### src/design/assert_macros.svh
// ----------------------------------------------------------------------------
// assert_macros.svh
// Assertion shorthands shared by the stepper driver modules.
// ----------------------------------------------------------------------------
`ifndef ASSERT_MACROS_SVH
`define ASSERT_MACROS_SVH

// Same-cycle implication, sampled on clk, off while rst_n is low.
`define SHS_ASSERT_NOW(label, ante, cons) \
    label: assert property (@(posedge clk) disable iff (!rst_n) (ante) |-> (cons)) \
        else $error("assertion failed");

// Next-cycle implication, sampled on clk, off while rst_n is low.
`define SHS_ASSERT_NEXT(label, ante, cons) \
    label: assert property (@(posedge clk) disable iff (!rst_n) (ante) |=> (cons)) \
        else $error("assertion failed");

`endif

### src/design/shs_pkg.sv
// ----------------------------------------------------------------------------
// shs_pkg
// Shared types, constants and coil tables for the half-step stepper driver.
// ----------------------------------------------------------------------------
package shs_pkg;

    localparam int SAMPLE_BITS_DEF      = 12;
    localparam int SAMPLE_SHIFT_DIV_DEF = 64;

    localparam int BASE_W  = 16;   // base registers and step counter
    localparam int LEVEL_W = 12;   // LED levels
    localparam int RAD_W   = 17;   // base + scaled sample
    localparam int ROOT_W  = 9;    // floor(sqrt(2^17 - 1)) fits
    localparam int DELAY_W = 9;
    localparam int COIL_W  = 4;
    localparam int MODE_W  = 2;

    localparam int CFG_IDX_W  = 3;
    localparam int CFG_DATA_W = 16;

    localparam logic [CFG_IDX_W-1:0] CFG_PAUSE_BASE = 3'd0;
    localparam logic [CFG_IDX_W-1:0] CFG_STEP_BASE  = 3'd1;
    localparam logic [CFG_IDX_W-1:0] CFG_STEPS_PASS = 3'd2;
    localparam logic [CFG_IDX_W-1:0] CFG_LED_ON     = 3'd3;
    localparam logic [CFG_IDX_W-1:0] CFG_LED_OFF    = 3'd4;

    localparam logic [BASE_W-1:0]  PAUSE_BASE_RST = 16'd500;
    localparam logic [BASE_W-1:0]  STEP_BASE_RST  = 16'd1;
    localparam logic [BASE_W-1:0]  STEPS_PASS_RST = 16'd4096;
    localparam logic [LEVEL_W-1:0] LED_ON_RST     = 12'd2430;
    localparam logic [LEVEL_W-1:0] LED_OFF_RST    = 12'd1181;

    typedef logic [COIL_W-1:0] coil_t;

    function automatic coil_t cw_coil(input logic [2:0] idx);
        coil_t c;
        case (idx)
            3'd0:    c = 4'd9;
            3'd1:    c = 4'd8;
            3'd2:    c = 4'd12;
            3'd3:    c = 4'd4;
            3'd4:    c = 4'd6;
            3'd5:    c = 4'd2;
            3'd6:    c = 4'd3;
            default: c = 4'd1;
        endcase
        return c;
    endfunction

    function automatic coil_t ccw_coil(input logic [2:0] idx);
        coil_t c;
        case (idx)
            3'd0:    c = 4'd12;
            3'd1:    c = 4'd8;
            3'd2:    c = 4'd9;
            3'd3:    c = 4'd1;
            3'd4:    c = 4'd3;
            3'd5:    c = 4'd2;
            3'd6:    c = 4'd6;
            default: c = 4'd4;
        endcase
        return c;
    endfunction

endpackage

### src/design/shs_tick_if.sv
// ----------------------------------------------------------------------------
// shs_tick_if
// Tick channel: one converter reading per timer tick.
// ----------------------------------------------------------------------------
interface shs_tick_if #(
    parameter int SAMPLE_BITS = shs_pkg::SAMPLE_BITS_DEF
);
    logic                   valid;
    logic                   ready;
    logic [SAMPLE_BITS-1:0] adc_sample;

    modport source (output valid, output adc_sample, input ready);
    modport sink   (input valid, input adc_sample, output ready);
endinterface

### src/design/shs_result_if.sv
// ----------------------------------------------------------------------------
// shs_result_if
// Result channel: coil drive and status per tick.
// ----------------------------------------------------------------------------
interface shs_result_if;
    logic                      valid;
    logic                      ready;
    logic [shs_pkg::COIL_W-1:0] coil_pattern;
    logic                      led_on;
    logic                      moving_ccw;
    logic                      step_taken;
    logic                      pass_done;

    modport source (output valid, output coil_pattern, output led_on, output moving_ccw,
                    output step_taken, output pass_done, input ready);
    modport sink   (input valid, input coil_pattern, input led_on, input moving_ccw,
                    input step_taken, input pass_done, output ready);
endinterface

### src/design/shs_isqrt.sv
// ----------------------------------------------------------------------------
// shs_isqrt
// Bit-serial integer square root, one root bit per cycle.
// ----------------------------------------------------------------------------
`include "assert_macros.svh"

module shs_isqrt #(
    parameter int RAD_W  = shs_pkg::RAD_W,
    parameter int ROOT_W = shs_pkg::ROOT_W
) (
    input  logic              clk,
    input  logic              rst_n,
    input  logic              start,
    input  logic [RAD_W-1:0]  radicand,
    output logic              done,
    output logic [ROOT_W-1:0] root
);
    localparam int PAD_W = 2 * ROOT_W;
    localparam int REM_W = ROOT_W + 3;
    localparam int CNT_W = $clog2(ROOT_W + 1);
    localparam logic [CNT_W-1:0] LAST = CNT_W'(ROOT_W - 1);

    logic              busy_reg, busy_next;
    logic              done_reg, done_next;
    logic [CNT_W-1:0]  cnt_reg, cnt_next;
    logic [PAD_W-1:0]  rad_reg, rad_next;
    logic [REM_W-1:0]  rem_reg, rem_next;
    logic [ROOT_W-1:0] root_reg, root_next;

    logic [REM_W-1:0]  rem_shift;
    logic [REM_W-1:0]  trial;

    // next two radicand bits enter the partial remainder
    assign rem_shift = {rem_reg[REM_W-3:0], rad_reg[PAD_W-1 -: 2]};
    assign trial     = REM_W'({root_reg, 2'b01});

    always_comb
    begin
        busy_next = busy_reg;
        done_next = 1'b0;
        cnt_next  = cnt_reg;
        rad_next  = rad_reg;
        rem_next  = rem_reg;
        root_next = root_reg;
        if (start)
        begin
            busy_next = 1'b1;
            cnt_next  = '0;
            rad_next  = PAD_W'(radicand);
            rem_next  = '0;
            root_next = '0;
        end
        else if (busy_reg)
        begin
            rad_next = {rad_reg[PAD_W-3:0], 2'b00};
            if (rem_shift >= trial)
            begin
                rem_next  = rem_shift - trial;
                root_next = {root_reg[ROOT_W-2:0], 1'b1};
            end
            else
            begin
                rem_next  = rem_shift;
                root_next = {root_reg[ROOT_W-2:0], 1'b0};
            end
            if (cnt_reg == LAST)
            begin
                busy_next = 1'b0;
                done_next = 1'b1;
            end
            else
            begin
                cnt_next = cnt_reg + 1'b1;
            end
        end
    end

    always_ff @(posedge clk or negedge rst_n)
    begin
        if (!rst_n)
        begin
            busy_reg <= 1'b0;
            done_reg <= 1'b0;
            cnt_reg  <= '0;
        end
        else
        begin
            busy_reg <= busy_next;
            done_reg <= done_next;
            cnt_reg  <= cnt_next;
        end
    end

    always_ff @(posedge clk)
    begin
        rad_reg  <= rad_next;
        rem_reg  <= rem_next;
        root_reg <= root_next;
    end

    assign done = done_reg;
    assign root = root_reg;

    `SHS_ASSERT_NOW(a_cnt_range, busy_reg, cnt_reg <= LAST)
    `SHS_ASSERT_NEXT(a_start_busy, start, busy_reg)
    `SHS_ASSERT_NEXT(a_done_after_last, busy_reg && !start && cnt_reg == LAST, done_reg)

endmodule

### src/design/stepper_half_step_speed_by_adc_core.sv
// ----------------------------------------------------------------------------
// stepper_half_step_speed_by_adc_core
// Half-step stepper sequencer; delay length set by the converter reading.
// ----------------------------------------------------------------------------
//  channel  | dir | handshake          | payload
//  tick     | in  | valid/ready        | adc_sample
//  result   | out | valid/ready        | coil_pattern, led_on, moving_ccw,
//           |     |                    | step_taken, pass_done
//  cfg      | in  | cfg_wr_en (no ack) | cfg_index, cfg_data
//
//  A tick that continues a delay goes from S_IDLE to S_FIN, where the result
//  register is loaded once it is free; ready returns with S_IDLE. A tick that
//  starts a delay runs the bit-serial root in S_ROOT, one root bit per cycle,
//  and then loads the result register from S_FIN.
//  Reset (rst_n low, async) clears mode, counters, coils and LED; config
//  registers return to their defaults. A new tick is taken only from idle;
//  a result held by a stalled sink blocks the next completion, not accept.
// ----------------------------------------------------------------------------
`include "assert_macros.svh"

module stepper_half_step_speed_by_adc_core #(
    parameter int SAMPLE_BITS      = shs_pkg::SAMPLE_BITS_DEF,
    parameter int SAMPLE_SHIFT_DIV = shs_pkg::SAMPLE_SHIFT_DIV_DEF
) (
    input  logic                             clk,
    input  logic                             rst_n,
    input  logic                             cfg_wr_en,
    input  logic [shs_pkg::CFG_IDX_W-1:0]    cfg_index,
    input  logic [shs_pkg::CFG_DATA_W-1:0]   cfg_data,
    shs_tick_if.sink                         tick,
    shs_result_if.source                     result
);
    localparam int BASE_W  = shs_pkg::BASE_W;
    localparam int LEVEL_W = shs_pkg::LEVEL_W;
    localparam int RAD_W   = shs_pkg::RAD_W;
    localparam int ROOT_W  = shs_pkg::ROOT_W;
    localparam int DELAY_W = shs_pkg::DELAY_W;
    localparam int MODE_W  = shs_pkg::MODE_W;
    // common width for the LED compares
    localparam int CMP_W   = (SAMPLE_BITS > LEVEL_W) ? SAMPLE_BITS : LEVEL_W;

    // sequencer states
    localparam logic [1:0] S_IDLE = 2'd0;
    localparam logic [1:0] S_ROOT = 2'd1;
    localparam logic [1:0] S_FIN  = 2'd2;

    // config registers
    logic [BASE_W-1:0]  pause_base_reg;
    logic [BASE_W-1:0]  step_base_reg;
    logic [BASE_W-1:0]  steps_pass_reg;
    logic [LEVEL_W-1:0] led_on_lvl_reg;
    logic [LEVEL_W-1:0] led_off_lvl_reg;

    // motion state
    logic [1:0]            state_reg, state_next;
    logic [MODE_W-1:0]     mode_reg, mode_next;
    logic [BASE_W-1:0]     steps_reg, steps_next;
    logic [DELAY_W-1:0]    delay_reg, delay_next;
    shs_pkg::coil_t        coil_reg, coil_next;
    logic                  led_reg, led_next;
    logic                  stepped_reg, stepped_next;

    // result register
    logic                  out_valid_reg, out_valid_next;
    shs_pkg::coil_t        out_coil_reg, out_coil_next;
    logic                  out_led_reg, out_led_next;
    logic                  out_ccw_reg, out_ccw_next;
    logic                  out_step_reg, out_step_next;
    logic                  out_done_reg, out_done_next;

    logic                  accept;
    logic                  in_pass;
    logic                  out_free;
    logic [CMP_W-1:0]      sample_cmp;
    logic [SAMPLE_BITS-1:0] sample_scaled;
    logic [BASE_W-1:0]     base_sel;
    logic [RAD_W-1:0]      radicand;
    logic                  root_start;
    logic                  root_done;
    logic [ROOT_W-1:0]     root;

    assign accept    = tick.valid && tick.ready;
    assign in_pass   = mode_reg[0];
    assign out_free  = !out_valid_reg || result.ready;
    assign tick.ready = (state_reg == S_IDLE);

    // scaled reading and the sum under the root
    assign sample_cmp    = CMP_W'(tick.adc_sample);
    assign sample_scaled = SAMPLE_BITS'(tick.adc_sample / SAMPLE_SHIFT_DIV);
    assign base_sel      = in_pass ? step_base_reg : pause_base_reg;
    assign radicand      = RAD_W'(base_sel) + RAD_W'(sample_scaled);
    assign root_start    = accept && (delay_reg == '0);

    shs_isqrt #(
        .RAD_W  (RAD_W),
        .ROOT_W (ROOT_W)
    ) u_isqrt (
        .clk      (clk),
        .rst_n    (rst_n),
        .start    (root_start),
        .radicand (radicand),
        .done     (root_done),
        .root     (root)
    );

    // config writes (unknown index ignored)
    always_ff @(posedge clk or negedge rst_n)
    begin
        if (!rst_n)
        begin
            pause_base_reg  <= shs_pkg::PAUSE_BASE_RST;
            step_base_reg   <= shs_pkg::STEP_BASE_RST;
            steps_pass_reg  <= shs_pkg::STEPS_PASS_RST;
            led_on_lvl_reg  <= shs_pkg::LED_ON_RST;
            led_off_lvl_reg <= shs_pkg::LED_OFF_RST;
        end
        else if (cfg_wr_en)
        begin
            case (cfg_index)
                shs_pkg::CFG_PAUSE_BASE: pause_base_reg  <= cfg_data[BASE_W-1:0];
                shs_pkg::CFG_STEP_BASE:  step_base_reg   <= cfg_data[BASE_W-1:0];
                shs_pkg::CFG_STEPS_PASS: steps_pass_reg  <= cfg_data[BASE_W-1:0];
                shs_pkg::CFG_LED_ON:     led_on_lvl_reg  <= cfg_data[LEVEL_W-1:0];
                shs_pkg::CFG_LED_OFF:    led_off_lvl_reg <= cfg_data[LEVEL_W-1:0];
                default: ;
            endcase
        end
    end

    always_comb
    begin
        state_next     = state_reg;
        mode_next      = mode_reg;
        steps_next     = steps_reg;
        delay_next     = delay_reg;
        coil_next      = coil_reg;
        led_next       = led_reg;
        stepped_next   = stepped_reg;
        out_valid_next = out_valid_reg;
        out_coil_next  = out_coil_reg;
        out_led_next   = out_led_reg;
        out_ccw_next   = out_ccw_reg;
        out_step_next  = out_step_reg;
        out_done_next  = out_done_reg;

        if (out_valid_reg && result.ready)
        begin
            out_valid_next = 1'b0;
        end

        case (state_reg)
            S_IDLE:
            begin
                if (accept)
                begin
                    stepped_next = 1'b0;
                    if (delay_reg == '0)
                    begin
                        // delay start: advance coils in a pass, sample LED
                        if (in_pass)
                        begin
                            coil_next    = mode_reg[1] ? shs_pkg::ccw_coil(steps_reg[2:0])
                                                       : shs_pkg::cw_coil(steps_reg[2:0]);
                            steps_next   = steps_reg + 1'b1;
                            stepped_next = 1'b1;
                        end
                        if (sample_cmp >= CMP_W'(led_on_lvl_reg))
                        begin
                            led_next = 1'b1;
                        end
                        else if (sample_cmp <= CMP_W'(led_off_lvl_reg))
                        begin
                            led_next = 1'b0;
                        end
                        state_next = S_ROOT;
                    end
                    else
                    begin
                        delay_next = delay_reg - 1'b1;
                        state_next = S_FIN;
                    end
                end
            end
            S_ROOT:
            begin
                if (root_done)
                begin
                    // a zero root still gives a one-tick delay
                    delay_next = (root == '0) ? '0 : DELAY_W'(root - 1'b1);
                    state_next = S_FIN;
                end
            end
            S_FIN:
            begin
                if (out_free)
                begin
                    out_valid_next = 1'b1;
                    out_coil_next  = coil_reg;
                    out_led_next   = led_reg;
                    out_ccw_next   = mode_reg[1];
                    out_step_next  = stepped_reg;
                    out_done_next  = 1'b0;
                    if (delay_reg == '0)
                    begin
                        if (!in_pass)
                        begin
                            mode_next  = mode_reg + 1'b1;
                            steps_next = '0;
                        end
                        else if (steps_reg >= steps_pass_reg)
                        begin
                            out_done_next = 1'b1;
                            mode_next     = mode_reg + 1'b1;
                            steps_next    = '0;
                        end
                    end
                    state_next = S_IDLE;
                end
            end
            default:
            begin
                state_next = S_IDLE;
            end
        endcase
    end

    always_ff @(posedge clk or negedge rst_n)
    begin
        if (!rst_n)
        begin
            state_reg     <= S_IDLE;
            mode_reg      <= '0;
            steps_reg     <= '0;
            delay_reg     <= '0;
            coil_reg      <= '0;
            led_reg       <= 1'b0;
            stepped_reg   <= 1'b0;
            out_valid_reg <= 1'b0;
        end
        else
        begin
            state_reg     <= state_next;
            mode_reg      <= mode_next;
            steps_reg     <= steps_next;
            delay_reg     <= delay_next;
            coil_reg      <= coil_next;
            led_reg       <= led_next;
            stepped_reg   <= stepped_next;
            out_valid_reg <= out_valid_next;
        end
    end

    always_ff @(posedge clk)
    begin
        out_coil_reg <= out_coil_next;
        out_led_reg  <= out_led_next;
        out_ccw_reg  <= out_ccw_next;
        out_step_reg <= out_step_next;
        out_done_reg <= out_done_next;
    end

    assign result.valid        = out_valid_reg;
    assign result.coil_pattern = out_coil_reg;
    assign result.led_on       = out_led_reg;
    assign result.moving_ccw   = out_ccw_reg;
    assign result.step_taken   = out_step_reg;
    assign result.pass_done    = out_done_reg;

    // a step always drives a nonzero table entry
    `SHS_ASSERT_NOW(a_step_coil, out_valid_reg && out_step_reg, out_coil_reg != '0)
    // the root only runs for a delay that starts on this tick
    `SHS_ASSERT_NOW(a_root_delay_zero, state_reg == S_ROOT, delay_reg == '0)
    // a delay start goes to the root unit
    `SHS_ASSERT_NEXT(a_start_root, root_start, state_reg == S_ROOT)
    // pass end only reported with a step count reset
    `SHS_ASSERT_NEXT(a_done_clears, state_reg == S_FIN && out_free && out_done_next,
                     steps_reg == '0)

endmodule
### src/flat_wrapper.sv
// flat-port wrapper written by rule: the top's interface ports become plain ports
module stepper_half_step_speed_by_adc_core_flat 
#(
    parameter int SAMPLE_BITS      = shs_pkg::SAMPLE_BITS_DEF,
    parameter int SAMPLE_SHIFT_DIV = shs_pkg::SAMPLE_SHIFT_DIV_DEF
)
  (clk, rst_n, cfg_wr_en, cfg_index, cfg_data, tick_valid, tick_adc_sample, tick_ready, result_valid, result_coil_pattern, result_led_on, result_moving_ccw, result_step_taken, result_pass_done, result_ready);
  shs_tick_if #(.SAMPLE_BITS(SAMPLE_BITS)) tick_i ();
  shs_result_if result_i ();
  input  logic clk;
  input  logic rst_n;
  input  logic cfg_wr_en;
  input  logic [shs_pkg::CFG_IDX_W-1:0] cfg_index;
  input  logic [shs_pkg::CFG_DATA_W-1:0] cfg_data;
  input wire logic [$bits(tick_i.valid)-1:0] tick_valid;
  input wire logic [$bits(tick_i.adc_sample)-1:0] tick_adc_sample;
  output wire logic [$bits(tick_i.ready)-1:0] tick_ready;
  output wire logic [$bits(result_i.valid)-1:0] result_valid;
  output wire logic [$bits(result_i.coil_pattern)-1:0] result_coil_pattern;
  output wire logic [$bits(result_i.led_on)-1:0] result_led_on;
  output wire logic [$bits(result_i.moving_ccw)-1:0] result_moving_ccw;
  output wire logic [$bits(result_i.step_taken)-1:0] result_step_taken;
  output wire logic [$bits(result_i.pass_done)-1:0] result_pass_done;
  input wire logic [$bits(result_i.ready)-1:0] result_ready;
  assign tick_i.valid = tick_valid;
  assign tick_i.adc_sample = tick_adc_sample;
  assign tick_ready = tick_i.ready;
  assign result_valid = result_i.valid;
  assign result_coil_pattern = result_i.coil_pattern;
  assign result_led_on = result_i.led_on;
  assign result_moving_ccw = result_i.moving_ccw;
  assign result_step_taken = result_i.step_taken;
  assign result_pass_done = result_i.pass_done;
  assign result_i.ready = result_ready;
  stepper_half_step_speed_by_adc_core #(.SAMPLE_BITS(SAMPLE_BITS), .SAMPLE_SHIFT_DIV(SAMPLE_SHIFT_DIV)) u_core (.clk(clk), .rst_n(rst_n), .cfg_wr_en(cfg_wr_en), .cfg_index(cfg_index), .cfg_data(cfg_data), .tick(tick_i), .result(result_i));
endmodule
### config.mk
export PLATFORM = sky130hd
export DESIGN_NAME = stepper_half_step_speed_by_adc_core_flat
export DESIGN_NICKNAME = d
export VERILOG_FILES = /design/src/design/shs_pkg.sv /design/src/design/shs_tick_if.sv /design/src/design/shs_result_if.sv /design/src/design/shs_isqrt.sv /design/src/design/stepper_half_step_speed_by_adc_core.sv /design/src/flat_wrapper.sv
export VERILOG_INCLUDE_DIRS = /design/src /design/src/design
export SDC_FILE = /design/constraint.sdc
export NUM_CORES = 1
export LEC_CHECK = 0
export ABC_AREA = 1
export BUFFER_PORTS_ARGS = -buffer_cell sky130_fd_sc_hd__buf_2
export CORE_ASPECT_RATIO = 1.25
export CORE_MARGIN = 2
export CORE_UTILIZATION = 67
export DETAILED_ROUTE_END_ITERATION = 6
export MAX_ROUTING_LAYER = met4
export PLACE_DENSITY = 0.86
export SKIP_CTS_REPAIR_TIMING = 1
export SLEW_MARGIN = 10
export SYNTH_ARGS = -nofsm -noshare
export SYNTH_HDL_FRONTEND = slang
export SYNTH_SLANG_ARGS = --single-unit
### constraint.sdc
create_clock -name clk -period 6.02 [get_ports clk]
set_input_delay 0.903 -clock clk [delete_from_list [all_inputs] [get_ports clk]]
set_output_delay 0.903 -clock clk [all_outputs]
set_load 0.01 [all_outputs]
# After elaboration in Yosys (flattened, before gate mapping)
# Index checks and enable logic that the tools add are counted.
# op_classes
n_eq_ne,23
n_lt_le_gt_ge,4
mux,45
add_sub_neg,7
reduce_logical,30
# op_table
operator,n
$mux W16,8
$pmux W4 S7,2
$mux W9,4
$mux W17,2
$pmux W16 S2,1
$logic_not A9 Y1,2
$pmux W9 S2,1
$reduce_and A2 Y1,9
$sub A9 B1 Y9 const B,2
$add A16 B6 Y17,1
$add A16 B1 Y16 const B,1
$ge A16 B16 Y1,1
$mux W4,4
$reduce_and A4 Y1,4
$mux W1,15
$eq A3 B2 Y1 const B,4
$eq A3 B3 Y1 const B,4
$ge A12 B11 Y1,1
$ge A12 B12 Y1,1
$le A12 B12 Y1,1
$mux W2,6
$ne A2 B2 Y1 const B,6
$mux W10,1
$sub A10 B10 Y10,1
17 further kinds,27
# totals
register_bits,159
out_inout_bits,10
input_bits,36
word_cells,135

# Depth between registers and ports, before layout
# logic_depth
word_depth,6
ltp_mapped,15
depth_no_buf,15

# Modules after synthesis
# From an unflattened synthesis, not the netlist that was laid out.
# hier_totals
cells_unflattened,1214
hier_area_um2,9495.4
# by_module_without_submodules
mod,cells_per_inst,area_each_um2,instances
stepper_half_step_speed_by_adc_core,903,7060.5,1
shs_isqrt,311,2434.8,1

# Worst setup path before layout
# No wires, ideal clock.
# synth_path
path_kind,input-to-reg
startpoint,in tick_adc_sample[6]
endpoint,reg u_core.u_isqrt.rad_reg[14] (data pin)
t_required_ns,5.762
setup_ns,0.258
slack_ns,3.521
arrival_time_ns,2.241
cell_stages,9
cell_sequence,ha_1 > inv_1 > fa_1 > o211ai_1 > nand2_1 > nor2_1 > a21oi_2 > o21ai_0 > nand2_1
# synth_between
elab_chain_len,2
# synth_rtl
item,line_no,text
"start, declared",flat_wrapper.sv:16,input wire logic [$bits(tick_i.adc_sample)-1:0] tick_adc_sample;
$add A16 B6 Y17,stepper_half_step_speed_by_adc_core.sv:91,assign radicand = RAD_W'(base_sel) + RAD_W'(sample_scaled);
$mux W17,shs_isqrt.sv:45,if (start)
named net u_core.u_isqrt.rad_next[14],shs_isqrt.sv:26,"logic [PAD_W-1:0] rad_reg, rad_next;"
"end signal, assigned",shs_isqrt.sv:96,rad_reg <= rad_next;
"end, declared",shs_isqrt.sv:26,
# The timed path passes the listed nets, and every way through them passes these cells.
# A chain may end at the register's enable or synchronous reset.

# Final worst setup path
# layout_path
startpoint,reg u_core.mode_reg[0]
endpoint,reg u_core.u_isqrt.rad_reg[13] (data pin)
# layout_between
elab_chain_len,3
# layout_rtl
item,line_no,text
"start, declared",stepper_half_step_speed_by_adc_core.sv:56,"logic [MODE_W-1:0] mode_reg, mode_next;"
"start signal, assigned",stepper_half_step_speed_by_adc_core.sv:243,mode_reg <= mode_next;
$mux W16,stepper_half_step_speed_by_adc_core.sv:90,assign base_sel = in_pass ? step_base_reg : pause_base_reg;
$add A16 B6 Y17,stepper_half_step_speed_by_adc_core.sv:91,
$mux W17,shs_isqrt.sv:45,
named net u_core.u_isqrt.rad_next[13],shs_isqrt.sv:26,
# The timed path passes the listed nets, and every way through them passes these cells.

==> results_tabular.tex <==
\begin{tabular}{lr}
\hline
Metric & Value \\
\hline
\multicolumn{2}{l}{\textbf{Yosys}} \\
\quad Post-synth top area cell & sky130\_fd\_sc\_hd\_\_dfrtp\_1 \\
\quad Prevailing post-synth register cell & sky130\_fd\_sc\_hd\_\_dfrtp\_1 \\
\quad Post-synth EDFFs & 25 \\
\quad Fraction of synthesized cell area taken by the top area cell type & 0.2529 \\
\quad Post-Synthesis Cell Area & slightly above 0.009 mm\^{}2 \\
\quad Average instance area after synthesis & roughly 8.2 um\^{}2 \\
\quad Seq cells post-synth & 159 \\
\quad Top area cells in the synthesized netlist & sky130\_fd\_sc\_hd\_\_dfrtp\_1 (25\%), sky130\_fd\_sc\_hd\_\_nand2\_1 (12\%), sky130\_fd\_sc\_hd\_\_ha\_1 (8.9\%) \\
\quad Syn Nets & 1211 \\
\quad FFs w/ async S/R, synth & 0.7170 \\
\quad Number of distinct library cells after synthesis & 51 \\
\quad Ys Warns & 0 \\
\quad Most used standard cell by instance count after synthesis & sky130\_fd\_sc\_hd\_\_nand2\_1 \\
\quad Post-synthesis sequential area ratio & 0.4429 \\
\quad Leading cell types by count after synthesis & sky130\_fd\_sc\_hd\_\_nand2\_1 (280), sky130\_fd\_sc\_hd\_\_inv\_1 (145), sky130\_fd\_sc\_hd\_\_o21ai\_0 (107) \\
\quad Post-Synthesis Cells & 1109 \\
\multicolumn{2}{l}{\textbf{Routing}} \\
\quad DRT iter0 DRCs & 574 \\
\quad First-pass iteration count of the detailed router & 5 \\
\quad Aggregate routed wire length & 19.97 mm \\
\quad Wire per inst & 15.01 um \\
\quad Antenna violation net count after detailed routing & 0 \\
\quad DRC errors left & 0 \\
\quad Total number of vias & 7562 \\
\quad DR vias/cell & between 5 and 6 \\
\multicolumn{2}{l}{\textbf{Finish}} \\
\quad Final cell area excluding filler cells & $\sim$0.01 mm\^{}2 \\
\quad Area growth, synth to finish & 9.553\% \\
\quad Sequential standard cell area & 0.004031 mm\^{}2 \\
\quad Number of antenna diodes & 0 \\
\quad Number of inserted filler cells in the final layout & 915 \\
\quad Share of post-route cells with drive strength above 1 & 0.1225 \\
\quad Max FFs per register & 18 \\
\quad Total area of multi-input combinational cells & 0.004305 mm\^{}2 \\
\quad Final layout net count & 1248 \\
\multicolumn{2}{l}{\textbf{CTS}} \\
\quad Clock sink total & approximately 160 \\
\quad Number of levels the H-tree was split into & 4 \\
\quad CTS tree & done \\
\quad CTS Buffer Depth & 2 \\
\quad Worst-Skew Late Latency & 0.44 ns \\
\quad Buffer type at the clock tree root & sky130\_fd\_sc\_hd\_\_clkbuf\_16 \\
\quad Clock transition at the register clock pins on the worst setup and hold paths after CTS & $\sim$0.06 ns \\
\quad Cts bufs inserted & 17 \\
\multicolumn{2}{l}{\textbf{Power}} \\
\quad Pint & 2.501 mW \\
\quad Maximum VDD drop & 0.2754 mV \\
\quad Total power density per cell area & 400.3 mW/mm\^{}2 \\
\quad Portion of total power attributed to sequential cells & 0.371 \\
\quad Net switching share of the total power & 0.3733 \\
\quad Total power draw & 3.992 mW \\
\quad Pleak & 4.934 nW \\
\quad Clk network pwr share & 0.276 \\
\quad Power spent charging and discharging nets & 1.490 mW \\
\quad Combinational fraction of design power & 0.354 \\
\multicolumn{2}{l}{\textbf{STA}} \\
\quad Pin slew with the least headroom to its limit & just under 1 ns \\
\quad Period minus WS final & 3.245 ns \\
\quad Worst rel slew slack & 0.3450 \\
\quad Slew Limit Fails & 0 \\
\quad Worst setup margin & about 2.8 ns \\
\quad Unrepaired setup endpoints after global routing & false \\
\quad Highest achievable clock rate & 308.2 MHz \\
\quad Share of the clock period used by the worst path after layout & 0.5390 \\
\quad Final worst clock skew & 0.007946 ns \\
\quad Number of hold violations in the final report & 0 \\
\quad Total negative setup slack & 0 ns \\
\quad Hold slack final & around 0.45 ns \\
\quad Final setup violation count & 0 \\
\multicolumn{2}{l}{\textbf{Floorplanning}} \\
\quad Horizontal extent of the die & between 100 and 150 um \\
\quad Boundary Pins & 46 \\
\quad Site Rows & 47 \\
\quad Overall die height & 134.3 um \\
\quad Core footprint & 0.01323 mm\^{}2 \\
\quad Initial Util & 0.6879 \\
\quad Die ar. & 0.01454 mm\^{}2 \\
\multicolumn{2}{l}{\textbf{Critical path}} \\
\quad Critical path's slowest cell & sky130\_fd\_sc\_hd\_\_dfrtp\_1 \\
\quad Worst endpoint required time & 6.22 ns \\
\quad Worst-path maximum fanout & 20 \\
\quad Cell-by-cell listing of the critical path & inv\_2 > or2\_2 > o21ai\_0 > inv\_1 > ha\_1 > nand3\_1 > nand2\_1 > nand4\_1 > nand2\_1 > nand2\_1 > nor2\_1 > nand2\_1 > nand3\_1 > nand2\_1 \\
\quad Worst stage delay on the critical path & 0.81 ns \\
\quad Bufs and invs on worst path & 2 \\
\quad Category of the worst setup path capture point & flip-flop \\
\quad Type of the setup path with the least slack & reg2reg \\
\quad CP Data Arrival Time & about 3.4 ns \\
\quad Setup crit start kind & flip-flop \\
\quad CP dominant cell by count & sky130\_fd\_sc\_hd\_\_nand2\_1 \\
\quad Worst reg2reg setup slack & 2.78 ns \\
\quad Dominant delay contributor by cell family on the critical path & simple AND/OR/NAND/NOR gates \\
\multicolumn{2}{l}{\textbf{Hold path}} \\
\quad Hold/Removal Path Class & reg2reg \\
\multicolumn{2}{l}{\textbf{GRT}} \\
\quad Number of global-route vias before repair & around 7200 \\
\quad First-pass GRT wire length & 33.14 mm \\
\quad Overflow left after global routing & 0 \\
\quad GRT Resource Usage Total & 0.3019 \\
\quad Pin count of the biggest net entering global routing & 79 \\
\quad Number of antenna violations at the first check in global routing & 0 \\
\multicolumn{2}{l}{\textbf{Place}} \\
\quad Post-DP Area & 0.009368 mm\^{}2 \\
\quad Number of I/O port buffers & 45 \\
\quad Worst setup slack after placement & about 2.9 ns \\
\quad Hpwl dp & 14.12 mm \\
\quad Final GP Congestion & around 0.92 \\
\multicolumn{2}{l}{\textbf{Job}} \\
\quad Maxcap violations & 0 \\
\multicolumn{2}{l}{\textbf{Run status}} \\
\quad Status & finished clean \\
\hline
\end{tabular}
[layout by cell type, fill, tap and decap left out, drive strengths merged, types with 17 or more instances in the layout]
cell type and count:
nand4 17, nand3 65, nand2 287, a21oi 37
inv 155, ha 65, edfxtp 25, o21ai 130
nor2 73, buf 46, dfstp 22, dfrtp 92
clkbuf 25, dfxtp 20, xor2 22
[per-layer routing]
layer / vias up / wire [um] / global-route usage / share of wire
met5: - / 0 / - / 0
met3: 49 / 970 / 0.06074 / 0.049
met2: 219 / 10710 / 0.5290 / 0.54
li1: 3711 / - / - / -
met1: 3583 / 7689 / 0.3311 / 0.39
met4: 0 / 597 / 0.1282 / 0.030
[metrics by stage]
step	util	std cells
floorplan	-	1109
CTS	0.7537	1330
global placement	0.7080	1298
detailed placement	0.7080	1298
global route	0.7537	1330
finish	0.7537	1330
[logic make-up (layout without fill, tap and decap cells)]
family                     after synthesis  in the layout  share of synthesized area
muxes                                    1              1                   0.001100
AOI/OAI and AO/OA                      205            205                     0.1262
DFF                                    159            159                     0.4429
adders and majority gates               66             66                    0.09155
xor gates and xnor gates                32             32                    0.03079
buffers and inverters                  181            231                    0.08412
and+or+nand+nor                        465            465                     0.2234
[final timing paths]
kind | from | to | cells past startpoint
worst min-delay path | u_core.u_isqrt.rad_reg[15] | u_core.u_isqrt.rad_reg[17] | 2
max in group asynchronous | rst_n | u_core.led_on_lvl_reg[6] | 2
worst max-delay path | u_core.mode_reg[0] | u_core.u_isqrt.rad_reg[13] | 14
min in group asynchronous | rst_n | u_core.delay_reg[7] | 1
worst min register to register | u_core.u_isqrt.rad_reg[15] | u_core.u_isqrt.rad_reg[17] | 2
worst max register to register | u_core.mode_reg[0] | u_core.u_isqrt.rad_reg[13] | 14
[final cells by class]
| cell class | count | share of cell area |
|---|---|---|
| Multi-Input combinational cell | 769 | 0.4317 |
| Tap cell | 171 | 0.02146 |
| Inverter | 153 | 0.05834 |
| Sequential cell | 159 | 0.4043 |
| Timing Repair Buffer | 46 | 0.02359 |
| Clock buffer | 25 | 0.05069 |
| Clock inverter | 7 | 0.009912 |
[worst register-to-register path: stages (launching register included)]
cell and delay, ns:
sky130_fd_sc_hd__dfrtp_1 0.81, sky130_fd_sc_hd__inv_2 0.31, sky130_fd_sc_hd__or2_2 0.35, sky130_fd_sc_hd__o21ai_0 0.16
sky130_fd_sc_hd__inv_1 0.09, sky130_fd_sc_hd__ha_1 0.29, sky130_fd_sc_hd__nand3_1 0.07, sky130_fd_sc_hd__nand2_1 0.12
sky130_fd_sc_hd__nand4_1 0.13, sky130_fd_sc_hd__nand2_1 0.15, sky130_fd_sc_hd__nand2_1 0.13, sky130_fd_sc_hd__nor2_1 0.16
sky130_fd_sc_hd__nand2_1 0.09, sky130_fd_sc_hd__nand3_1 0.09, sky130_fd_sc_hd__nand2_1 0.05
[power groups by stage]
| stage | logic, mW | registers (mW) | clock network (mW) |
|---|---|---|---|
| after global routing | 1.61 | 1.50 | 1.15 |
| after global placement | 1.33 | 1.48 | 0 |
| after detailed placement | 1.38 | 1.49 | 0 |
| after floorplan | 1.12 | 1.45 | 0 |
| after CTS | 1.41 | 1.48 | 1.10 |
| final | 1.41 | 1.48 | 1.10 |
No activity file was read; power rests on OpenSTA's default activity.
